$ cat config.mk
export PLATFORM = sky130hd
export DESIGN_NAME = sorted_set_insert_lookup_core
export DESIGN_NICKNAME = d
export VERILOG_FILES = /design/src/sv/ssi_pkg.sv /design/src/sv/ssi_ctrl.sv /design/src/sv/ssi_datapath.sv /design/src/sv/sorted_set_insert_lookup_core.sv
export SDC_FILE = /design/constraint.sdc
export NUM_CORES = 1
export LEC_CHECK = 0
export BUFFER_PORTS_ARGS = -buffer_cell sky130_fd_sc_hd__buf_4
export CAP_MARGIN = 20
export CORE_MARGIN = 2
export CORE_UTILIZATION = 65
export CTS_CLUSTER_SIZE = 24
export DETAILED_ROUTE_END_ITERATION = 8
export MAX_ROUTING_LAYER = met4
export PLACE_DENSITY = 0.82
export REMOVE_ABC_BUFFERS = 1
export SLEW_MARGIN = 20
export SYNTH_ARGS = -nofsm -noshare
export SYNTH_HDL_FRONTEND = slang
export SYNTH_SLANG_ARGS = --single-unit
$ cat constraint.sdc
create_clock -name clk -period 8.5 [get_ports clk]
set_input_delay 1.7 -clock clk [delete_from_list [all_inputs] [get_ports clk]]
set_output_delay 1.7 -clock clk [all_outputs]
set_load 0.005 [all_outputs]
$ cat src/sv/ssi_pkg.sv
// ----------------------------------------------------------------------------
// ssi_pkg: shared types and constants for the sorted set core
// Field widths, request codes, controller states and the command/status
// structs that join the controller to the datapath.
// ----------------------------------------------------------------------------
package ssi_pkg;

  localparam int VAL_W     = 32;  // width of a stored value
  localparam int POS_OUT_W = 4;   // width of the position result field
  localparam int CNT_OUT_W = 5;   // width of the count result field

  // request codes
  localparam logic REQ_INSERT = 1'b0;
  localparam logic REQ_QUERY  = 1'b1;

  // controller states, one-hot
  typedef enum logic [1:0] {
    S_IDLE = 2'b01,
    S_UPD  = 2'b10
  } state_t;

  // controller -> datapath
  typedef struct packed {
    logic cap;  // take the request and register the row compare
    logic upd;  // apply the update and load the result register
  } cmd_t;

  // datapath -> controller
  typedef struct packed {
    logic out_hold;  // result register full and the receiver is stalling
  } sts_t;

endpackage

$ cat src/sv/ssi_ctrl.sv
// ----------------------------------------------------------------------------
// ssi_ctrl: request sequencer for the sorted set core
// Two-state machine: take a request and compare, then update and present.
// ----------------------------------------------------------------------------
module ssi_ctrl (
  input  logic          clk,
  input  logic          rst_n,
  input  logic          in_valid,
  output logic          in_stall,
  output ssi_pkg::cmd_t cmd,
  input  ssi_pkg::sts_t sts
);
  import ssi_pkg::*;

  state_t state_r, state_nxt;

  always_comb begin
    state_nxt = state_r;
    cmd       = '0;
    unique case (state_r)
      S_IDLE: begin
        if (in_valid) begin
          cmd.cap   = 1'b1;
          state_nxt = S_UPD;
        end
      end
      S_UPD: begin
        // wait while the previous result is still held by the receiver
        if (!sts.out_hold) begin
          cmd.upd   = 1'b1;
          state_nxt = S_IDLE;
        end
      end
      default: state_nxt = S_IDLE;
    endcase
  end

  assign in_stall = (state_r != S_IDLE);

  always_ff @(posedge clk) begin
    if (!rst_n) begin
      state_r <= S_IDLE;
    end else begin
      state_r <= state_nxt;
    end
  end

`ifndef SYNTHESIS
  a_upd_follows_cap: assert property (@(posedge clk) disable iff (!rst_n)
    cmd.cap |=> (state_r == S_UPD))
    else $error("capture not followed by update state");

  a_no_cap_when_busy: assert property (@(posedge clk) disable iff (!rst_n)
    in_stall |-> !cmd.cap)
    else $error("request captured while stalled");

  a_upd_releases: assert property (@(posedge clk) disable iff (!rst_n)
    cmd.upd |=> !in_stall)
    else $error("input not released after update");
`endif

endmodule

$ cat src/sv/ssi_datapath.sv
// ----------------------------------------------------------------------------
// ssi_datapath: register row, parallel compare and shift-insert
// Each cell compares its own entry with the key; the boundary of the
// less-than thermometer gives the sorted position. Result register on exit.
// ----------------------------------------------------------------------------
module ssi_datapath #(
  parameter int CAPACITY = 16
) (
  input  logic                                clk,
  input  logic                                rst_n,
  input  logic                                in_req_type,
  input  logic signed [ssi_pkg::VAL_W-1:0]    in_value,
  input  ssi_pkg::cmd_t                       cmd,
  output ssi_pkg::sts_t                       sts,
  output logic                                out_valid,
  input  logic                                out_stall,
  output logic                                out_hit,
  output logic                                out_inserted,
  output logic                                out_overflow,
  output logic [ssi_pkg::POS_OUT_W-1:0]       out_position,
  output logic [ssi_pkg::CNT_OUT_W-1:0]       out_count,
  output logic                                out_empty_res
);
  import ssi_pkg::*;

  localparam int IDX_W = $clog2(CAPACITY);
  localparam int CNT_W = $clog2(CAPACITY + 1);

  logic signed [VAL_W-1:0] entries_r   [CAPACITY];
  logic signed [VAL_W-1:0] entries_nxt [CAPACITY];
  logic [CNT_W-1:0]        count_r, count_nxt;

  logic                    req_r;
  logic signed [VAL_W-1:0] key_r;
  logic [CAPACITY-1:0]     lt_r, lt_nxt;
  logic [CAPACITY-1:0]     eq_r, eq_nxt;
  logic [CAPACITY-1:0]     hot;

  logic [IDX_W-1:0]        at;
  logic [IDX_W-1:0]        pos;
  logic                    found, full, do_ins;

  logic                    out_valid_r;
  logic                    out_hit_r, out_inserted_r, out_overflow_r, out_empty_r;
  logic [POS_OUT_W-1:0]    out_position_r;
  logic [CNT_OUT_W-1:0]    out_count_r;

  // per-cell compare against the incoming value; invalid cells never match
  always_comb begin
    for (int i = 0; i < CAPACITY; i++) begin
      lt_nxt[i] = (CNT_W'(i) < count_r) && (entries_r[i] < in_value);
      eq_nxt[i] = (CNT_W'(i) < count_r) && (entries_r[i] == in_value);
    end
  end

  // thermometer boundary -> one-hot insert point -> encoded index
  always_comb begin
    hot[0] = !lt_r[0];
    for (int i = 1; i < CAPACITY; i++) begin
      hot[i] = !lt_r[i] && lt_r[i-1];
    end
    at = '0;
    for (int i = 0; i < CAPACITY; i++) begin
      if (hot[i]) begin
        at = at | IDX_W'(i);
      end
    end
  end

  assign found  = |eq_r;
  assign full   = (count_r == CNT_W'(CAPACITY));
  assign do_ins = (req_r == REQ_INSERT) && !found && !full;
  assign pos    = (found || do_ins) ? at : '0;

  assign count_nxt = count_r + CNT_W'(do_ins);

  // shift-insert: below the point keep, at the point the key, above it move up
  always_comb begin
    entries_nxt[0] = lt_r[0] ? entries_r[0] : key_r;
    for (int i = 1; i < CAPACITY; i++) begin
      if (lt_r[i]) begin
        entries_nxt[i] = entries_r[i];
      end else if (hot[i]) begin
        entries_nxt[i] = key_r;
      end else begin
        entries_nxt[i] = entries_r[i-1];
      end
    end
  end

  always_ff @(posedge clk) begin
    if (cmd.cap) begin
      req_r <= in_req_type;
      key_r <= in_value;
      lt_r  <= lt_nxt;
      eq_r  <= eq_nxt;
    end
    if (cmd.upd && do_ins) begin
      for (int i = 0; i < CAPACITY; i++) begin
        entries_r[i] <= entries_nxt[i];
      end
    end
    if (cmd.upd) begin
      out_hit_r      <= found;
      out_inserted_r <= do_ins;
      out_overflow_r <= (req_r == REQ_INSERT) && !found && full;
      out_position_r <= POS_OUT_W'(pos);
      out_count_r    <= CNT_OUT_W'(count_nxt);
      out_empty_r    <= (count_nxt == '0);
    end
  end

  always_ff @(posedge clk) begin
    if (!rst_n) begin
      count_r     <= '0;
      out_valid_r <= 1'b0;
    end else begin
      if (cmd.upd) begin
        count_r <= count_nxt;
      end
      if (cmd.upd) begin
        out_valid_r <= 1'b1;
      end else if (!out_stall) begin
        out_valid_r <= 1'b0;
      end
    end
  end

  assign sts.out_hold   = out_valid_r && out_stall;

  assign out_valid      = out_valid_r;
  assign out_hit        = out_hit_r;
  assign out_inserted   = out_inserted_r;
  assign out_overflow   = out_overflow_r;
  assign out_position   = out_position_r;
  assign out_count      = out_count_r;
  assign out_empty_res  = out_empty_r;

`ifndef SYNTHESIS
  a_count_bound: assert property (@(posedge clk) disable iff (!rst_n)
    count_r <= CNT_W'(CAPACITY))
    else $error("entry count beyond capacity");

  a_count_step: assert property (@(posedge clk) disable iff (!rst_n)
    (cmd.upd && do_ins) |=> (count_r == $past(count_r) + CNT_W'(1)))
    else $error("count not advanced on insert");

  a_flags_excl: assert property (@(posedge clk) disable iff (!rst_n)
    out_valid_r |-> $onehot0({out_hit_r, out_inserted_r, out_overflow_r}))
    else $error("result flags not exclusive");

  a_no_overwrite: assert property (@(posedge clk) disable iff (!rst_n)
    sts.out_hold |-> !cmd.upd)
    else $error("held result overwritten");
`endif

endmodule

$ cat src/sv/sorted_set_insert_lookup_core.sv
// ----------------------------------------------------------------------------
// sorted_set_insert_lookup_core: sorted set of signed 32-bit values
// Keeps an ascending, duplicate-free table of up to CAPACITY values with
// insert and lookup requests; one result beat per request beat.
// ----------------------------------------------------------------------------
// Usage
//   Input channel (in_*): a beat carries a request type (insert or query)
//   and a signed value; taken when in_valid is high and in_stall is low.
//   Result channel (out_*): one beat per request with hit, inserted and
//   overflow flags, position, count after the request and an empty flag.
//   A request is registered with its row compare; the update then
//   loads the result register, which presents the result beat.
//   The next request is taken only after that update, since the compare
//   over the register row is followed by the shift-insert and the next
//   request must see the updated table.
//   The result sits in an output register, so a stalled receiver does not
//   block the next request beat; it only holds the update cycle, and the
//   input with it, while an earlier result is still waiting.
//   Reset (rst_n low, synchronous) empties the table and drops any
//   pending result; entry contents are not cleared.
//   An insert into a full table is refused and flagged as overflow.
// ----------------------------------------------------------------------------
module sorted_set_insert_lookup_core #(
  parameter int CAPACITY = 16
) (
  input  logic                              clk,
  input  logic                              rst_n,
  input  logic                              in_valid,
  output logic                              in_stall,
  input  logic                              in_req_type,
  input  logic signed [ssi_pkg::VAL_W-1:0]  in_value,
  output logic                              out_valid,
  input  logic                              out_stall,
  output logic                              out_hit,
  output logic                              out_inserted,
  output logic                              out_overflow,
  output logic [ssi_pkg::POS_OUT_W-1:0]     out_position,
  output logic [ssi_pkg::CNT_OUT_W-1:0]     out_count,
  output logic                              out_empty_res
);
  import ssi_pkg::*;

  cmd_t cmd;  // sequencer commands
  sts_t sts;  // datapath status

  // sequencer: idle/accept, then update once the result slot is free
  ssi_ctrl u_ctrl (
    .clk      (clk),
    .rst_n    (rst_n),
    .in_valid (in_valid),
    .in_stall (in_stall),
    .cmd      (cmd),
    .sts      (sts)
  );

  // table row, compare, shift-insert and result register
  ssi_datapath #(
    .CAPACITY (CAPACITY)
  ) u_datapath (
    .clk           (clk),
    .rst_n         (rst_n),
    .in_req_type   (in_req_type),
    .in_value      (in_value),
    .cmd           (cmd),
    .sts           (sts),
    .out_valid     (out_valid),
    .out_stall     (out_stall),
    .out_hit       (out_hit),
    .out_inserted  (out_inserted),
    .out_overflow  (out_overflow),
    .out_position  (out_position),
    .out_count     (out_count),
    .out_empty_res (out_empty_res)
  );

`ifndef SYNTHESIS
  a_one_in_flight: assert property (@(posedge clk) disable iff (!rst_n)
    (in_valid && !in_stall) |=> in_stall)
    else $error("second request taken before update");

  a_result_follows: assert property (@(posedge clk) disable iff (!rst_n)
    (in_valid && !in_stall && !out_valid) |=> ##1 out_valid)
    else $error("result beat missing after request");

  a_empty_consistent: assert property (@(posedge clk) disable iff (!rst_n)
    out_valid |-> (out_empty_res == (out_count == '0)) || (CAPACITY > 31))
    else $error("empty flag disagrees with count");
`endif

endmodule

======== Word-level counts from Yosys, hierarchy flattened ========
Memory sizes are Yosys's and may differ from the RTL's.
Cells that the tools add are included.
word-level totals
  flip-flop bits (word level) ............. 86
  latch bits .............................. 0
  memory bits (writable) .................. 512
  memory bits (read-only) ................. 0
  input bits .............................. 37
  output and inout bits ................... 15
  word-level logic and storage cells ...... 201
  memories ................................ 1
operators by class
  add/subtract/negate cells ............... 1
  multiply operators ...................... 0
  divide/modulo/power cells ............... 0
  $lt $le $gt $ge ......................... 32
  equality and inequality tests ........... 23
  shifts and indexed selects .............. 0
  multiplexer cells ....................... 57
  bitwise operators ....................... 1
  reductions and logical operators ........ 73
memory list
  memory                words  width  read ports  clocked after memory_dff  wr ports  RTL line            RTL
  u_datapath.entries_r  16     32     16          0                         16        ssi_datapath.sv:29  logic signed [VAL_W-1:0] entries_r [CAPACITY];
operators by type and width
  operator                                                                  count
  32-bit 2-to-1 mux                                                         31
  32-bit == test                                                            16
  32-bit < comparator                                                       16
  1-bit logical AND                                                         52
  4-bit by 5-bit < comparator with 1-bit output (first input constant)      8
  4-bit 2-to-1 mux                                                          8
  3-bit by 5-bit < comparator with 1-bit output (first input constant)      4
  1-bit zero test                                                           17
  16-bit OR reduction                                                       1
  3-bit 2-to-1 mux                                                          4
  1-bit by 5-bit < comparator with 1-bit output (first input constant)      2
  2-bit by 5-bit < comparator with 1-bit output (first input constant)      2
  1-bit 2-to-1 mux                                                          9
  2-bit 2-to-1 mux                                                          4
  5-bit by 1-bit adder with 5-bit output                                    1
  5-bit == test (second input constant)                                     1
  5-bit zero test                                                           1
  2-bit by 1-bit inequality test with 1-bit output (second input constant)  2
  2-bit inequality test (second input constant)                             2
  2-bit case mux with 2 select lines                                        1
  2-bit by 1-bit == test with 1-bit output (second input constant)          1
  2-bit == test (second input constant)                                     1
  2-bit AND reduction                                                       1
  1-bit logical OR                                                          1
  1-bit NOT                                                                 1

======== Longest topological paths before layout ========
  word-level depth ........................ 17
  mapped depth ............................ 9
  depth with buffers taken out ............ 9

======== Modules after synthesis ========
Synthesis repeated with hierarchy kept, for this count alone.
second synthesis, totals
  cells, all modules ...................... 2683
  area, all modules ....................... 35725.5 um^2
modules (own cells, without submodules)
  module        instances  cells an instance  area an instance (um^2)  seq. area each (um^2)
  ssi_datapath  1          2675               35641.7                  17837.1
  ssi_ctrl      1          8                  83.8                     40.0

======== Worst setup path before layout ========
No wires, ideal clock.
  kind .................................... input-to-reg
  start ................................... input port in_valid
  end ..................................... register u_ctrl.state_r[0]
  library setup time ...................... 0.114 ns
  arrival ................................. 4.884 ns
  required time ........................... 8.386 ns
  path slack .............................. 3.502 ns
  cell stages on the path ................. 4
  buffers on the path ..................... 0
  path through ............................ inv_1 > nor2_1 > o21a_1 > inv_1
on the way
  cells in the longest elaborated chain, start to end .. 2
ends and longest elaborated chain
  what                             RTL line                             RTL
  start: declaration               sorted_set_insert_lookup_core.sv:28  input logic in_valid,
  2-bit inequality test (no line)  -
  2-bit AND reduction (no line)    -
  end signal: assignment           ssi_ctrl.sv:44                       state_r <= state_nxt;
  end: declaration                 ssi_ctrl.sv:15                       state_t state_r, state_nxt;
Every way passes these cells.
A chain may end at the register's enable or synchronous reset.

======== Final worst setup path ========
  start ................................... input port in_value[11] (netlist bit)
  end ..................................... register u_datapath.lt_r[15], data pin
on the way
  cells in the longest elaborated chain, start to end .. 2
ends and longest elaborated chain
  what                       RTL line                             RTL
  start: declaration         sorted_set_insert_lookup_core.sv:31  input logic signed [ssi_pkg::VAL_W-1:0] in_value,
  32-bit < comparator        ssi_datapath.sv:51                   lt_nxt[i] = (CNT_W'(i) < count_r) && (entries_r[i] < in_value);
  1-bit logical AND          ssi_datapath.sv:51
  net u_datapath.lt_nxt[15]  ssi_datapath.sv:35                   logic [CAPACITY-1:0] lt_r, lt_nxt;
  end signal: assignment     ssi_datapath.sv:95                   lt_r <= lt_nxt;
  end: declaration           ssi_datapath.sv:35
The timed path passes the listed nets, and every way through them passes these cells.

==> results_dict.tcl <==
set metrics [dict create \
    rows 85 \
    route.met2.wl_mm 47.4 \
    power_w 0.00685 \
    finalSetupViolCount 0 \
    clk_root_buffer_cell "clkbuf_16" \
    maxCapViolCount 0 \
    cts_buffers 67 \
    power.leakage_nw 15.1 \
    worstSkewPairLatency_ns 0.63 \
    syn_area_sq_mm 0.0356 \
    layout_setup_ws_ns 3.64 \
    synth-edff-count 590 \
    io_buffers 51 \
    cts.path.max_buffers 3 \
    htree_levels 3 \
    tightest_slew_ns 1.23 \
    ys_seq_area_frac 0.502 \
    synth_cells 2669 \
    swShare 0.235 \
    post_dp_cell_area_sq_mm 0.0369 \
    ant_nets 0 \
    required_ns 8.85 \
    min_path_cells 2 \
    layout_min_cycle_time_ns 4.86 \
    grt_start_max_net_pins 62 \
    arrival_ns 5.22 \
    criticalPathCategory "in -> reg" \
    status "finished clean" \
    dpl_worst_slack_ns 3.16 \
    dpl.hpwl_mm 72.9 \
    grt-ovfl-total 0 \
    area_delta_synth_final_pct 10.1 \
    p_comb_frac 0.085 \
    cp_max_fo 16 \
    ys_ff_latch 598 \
    start_util 0.659 \
    internal_power_w 0.00524 \
    cp-start-kind "input pin" \
    p_per_area_mw_per_mm2 175 \
    drt_first_iter_violations 3108 \
    cts_resized 0 \
    hold_viol_final 0 \
    grt_pass1_vias 24800 \
    irDropWorstVdd_mv 0.174 \
    synth_flop_cell "edfxtp_1" \
    finalSetupTns_ns 0 \
    ios 52 \
    fin_util 0.726 \
    relSlewSlack 0.171 \
    clock-sinks 598 \
    grt_setup_unrepaired "false" \
    final_area_sq_mm 0.0392 \
    routedWlPerCell_um 29.8 \
    multi_input_area_sq_mm 0.0173 \
    nFillCells 3513 \
    fp.dieArea_sq_mm 0.0567 \
    tritoncts "yes" \
    p_clk_frac 0.431 \
    hold_buffers 0 \
    switchingPower_w 0.00161 \
    r2r.worst_path.cells 7 \
    syn_avg_cell_area_sq_um 13.3 \
    wl_met1_mm 39.9 \
    top_layer "met4" \
    dr.pass1.iters 6 \
    seqCellArea_sq_mm 0.0179 \
    fmax_mhz 206 \
    layout.nets 3268 \
    holdCritPathClass "reg -> reg" \
    async_reset_ff_frac 0 \
    route.detailed.drc 0 \
    cts.clk_slew.worst_paths_ns 0.06 \
    wirelength_mm 103 \
    period_share 0.572 \
    track_usage 0.378 \
    antenna_found_initial 6 \
    vias 24600 \
    met3WireLength_mm 11.4 \
    post_cts_buffers 0 \
    core_area_sq_mm 0.0540 \
    gp_congestion 1.00 \
    fin_worst_skew_ns 0.0290 \
    slew_viol_final 0 \
    drive_above_1_share 0.250 \
    routed_via_density 7.10 \
    p_seq_frac 0.484 \
    ys_warn_count 0 \
    die_y_um 238 \
    critPathCaptureType "register" \
    fp.dieW_um 238 \
    grt_pass1_wl_mm 153 \
    ys_types 53 \
]
## power groups by stage
stage               Sequential [W]  Combinational (W)  Clock [W]
detailed placement         0.00338           0.000561          0
CTS                        0.00332           0.000568    0.00295
finish                     0.00332           0.000582    0.00295
global route               0.00332           0.000624    0.00306
floorplan                  0.00334           0.000373          0
global placement           0.00338           0.000532          0
## metal layers
| metal | up-vias | track usage |
|---|---|---|
| li1 | 10600 | - |
| met1 | 12300 | 0.484 |
| met2 | 1436 | 0.581 |
| met3 | 278 | 0.0890 |
| met4 | 0 | 0.158 |
| met5 | - | - |
## final timing paths
| check | from | endpoint | slack (ns) |
|---|---|---|---|
| setup / recovery | in_value[11] | u_datapath.lt_r[15] | 3.64 |
| hold / removal | u_datapath.out_valid | u_datapath.out_valid | 0.53 |
| setup reg to reg | u_datapath.count_r[1] | u_datapath.entries_r[11][29] | 4.73 |
| hold reg to reg | u_datapath.out_valid | u_datapath.out_valid | 0.53 |
## flip-flops by register name (all words and copies together) (netlist names), 2 cells and up
register / flops
u_ctrl.state_r: 2
u_datapath.count_r: 5
u_datapath.entries_r: 512
u_datapath.eq_r: 16
u_datapath.key_r: 32
u_datapath.lt_r: 16
u_datapath.out_count: 5
u_datapath.out_position: 4
## per-stage QoR
step / hold slack, ns / std cells
floorplan: 0.504 / 2570
global placement: 0.502 / 3334
detailed placement: 0.529 / 3341
CTS: 0.538 / 3459
global route: 0.577 / 3465
finish: 0.535 / 3465
## synthesized netlist by cell type (4+ instances only)
cell        n  area, sq um
mux2_2    483         5440
o211ai_1   19          143
clkbuf_1   92          345
a22o_1      5         43.8
xnor2_1     5         43.8
edfxtp_1  590        17700
o41ai_1     5         43.8
o21ai_0    60          300
a21oi_1   197          986
nor3_1     27          135
o21a_1     11         82.6
a221oi_1   27          236
nand4_1    70          438
a21o_1     48          360
dfxtp_1     8          160
a21boi_0   13         97.6
mux2i_1     6         60.1
and4_1     41          359
a221o_1     8         80.1
or3_1      11         68.8
o31a_1      7         61.3
buf_2       4         20.0
nand2_1   135          507
nor4_1     21          131
a31oi_1     5         31.3
or2_2       4         25.0
nor2_1     67          251
ha_1      514         6430
nand2b_1   20          125
nor2b_1    27          169
nand3_1    44          220
inv_1      61          229
and3_1      5         31.3
## kinds of logic (layout without fill, tap and decap cells)
kind of cell    Yosys count  in the layout  share of synthesized area
compound gates          416            416                     0.0720
xor+xnor                  6              6                    0.00148
fa+ha+maj               514            514                      0.181
buf+inv                 160            257                     0.0170
flops                   598            598                      0.502
mux                     490            490                      0.155
other cells               0              3                          0
simple gates            485            485                     0.0720
## final cells by class
class                           count  share of cell area
Sequential cell                   598               0.456
Multi-Input combinational cell   1911               0.442
Clock buffer                       91              0.0475
Tap cell                          696              0.0222
Timing Repair Buffer               78              0.0188
Clock inverter                     27             0.00791
Inverter                           61             0.00584
Antenna cell                        3            0.000191
## worst max-delay path, stage by stage
cell and delay [ns]:
buf_4 0.11, inv_1 0.70, ha_1 0.40, nand4_1 0.21, nor4_1 0.15, buf_4 0.18
a21boi_0 0.20, o41ai_1 1.11, o211ai_1 0.24, mux2i_1 0.18
## placed cells by master, fill, tap and decap left out, drive strengths merged, types with 19 or more instances in the layout
master	n
edfxtp	590
o21ai	60
a221oi	27
nand4	70
and4	41
clkbuf	91
ha	514
nand2	136
nand2b	20
inv	62
o211ai	19
mux2	484
nor2b	27
a21oi	198
nor3	27
nor2	67
nor4	21
nand3	44
a21o	48
buf	78
(Power assumes the default switching activity.)
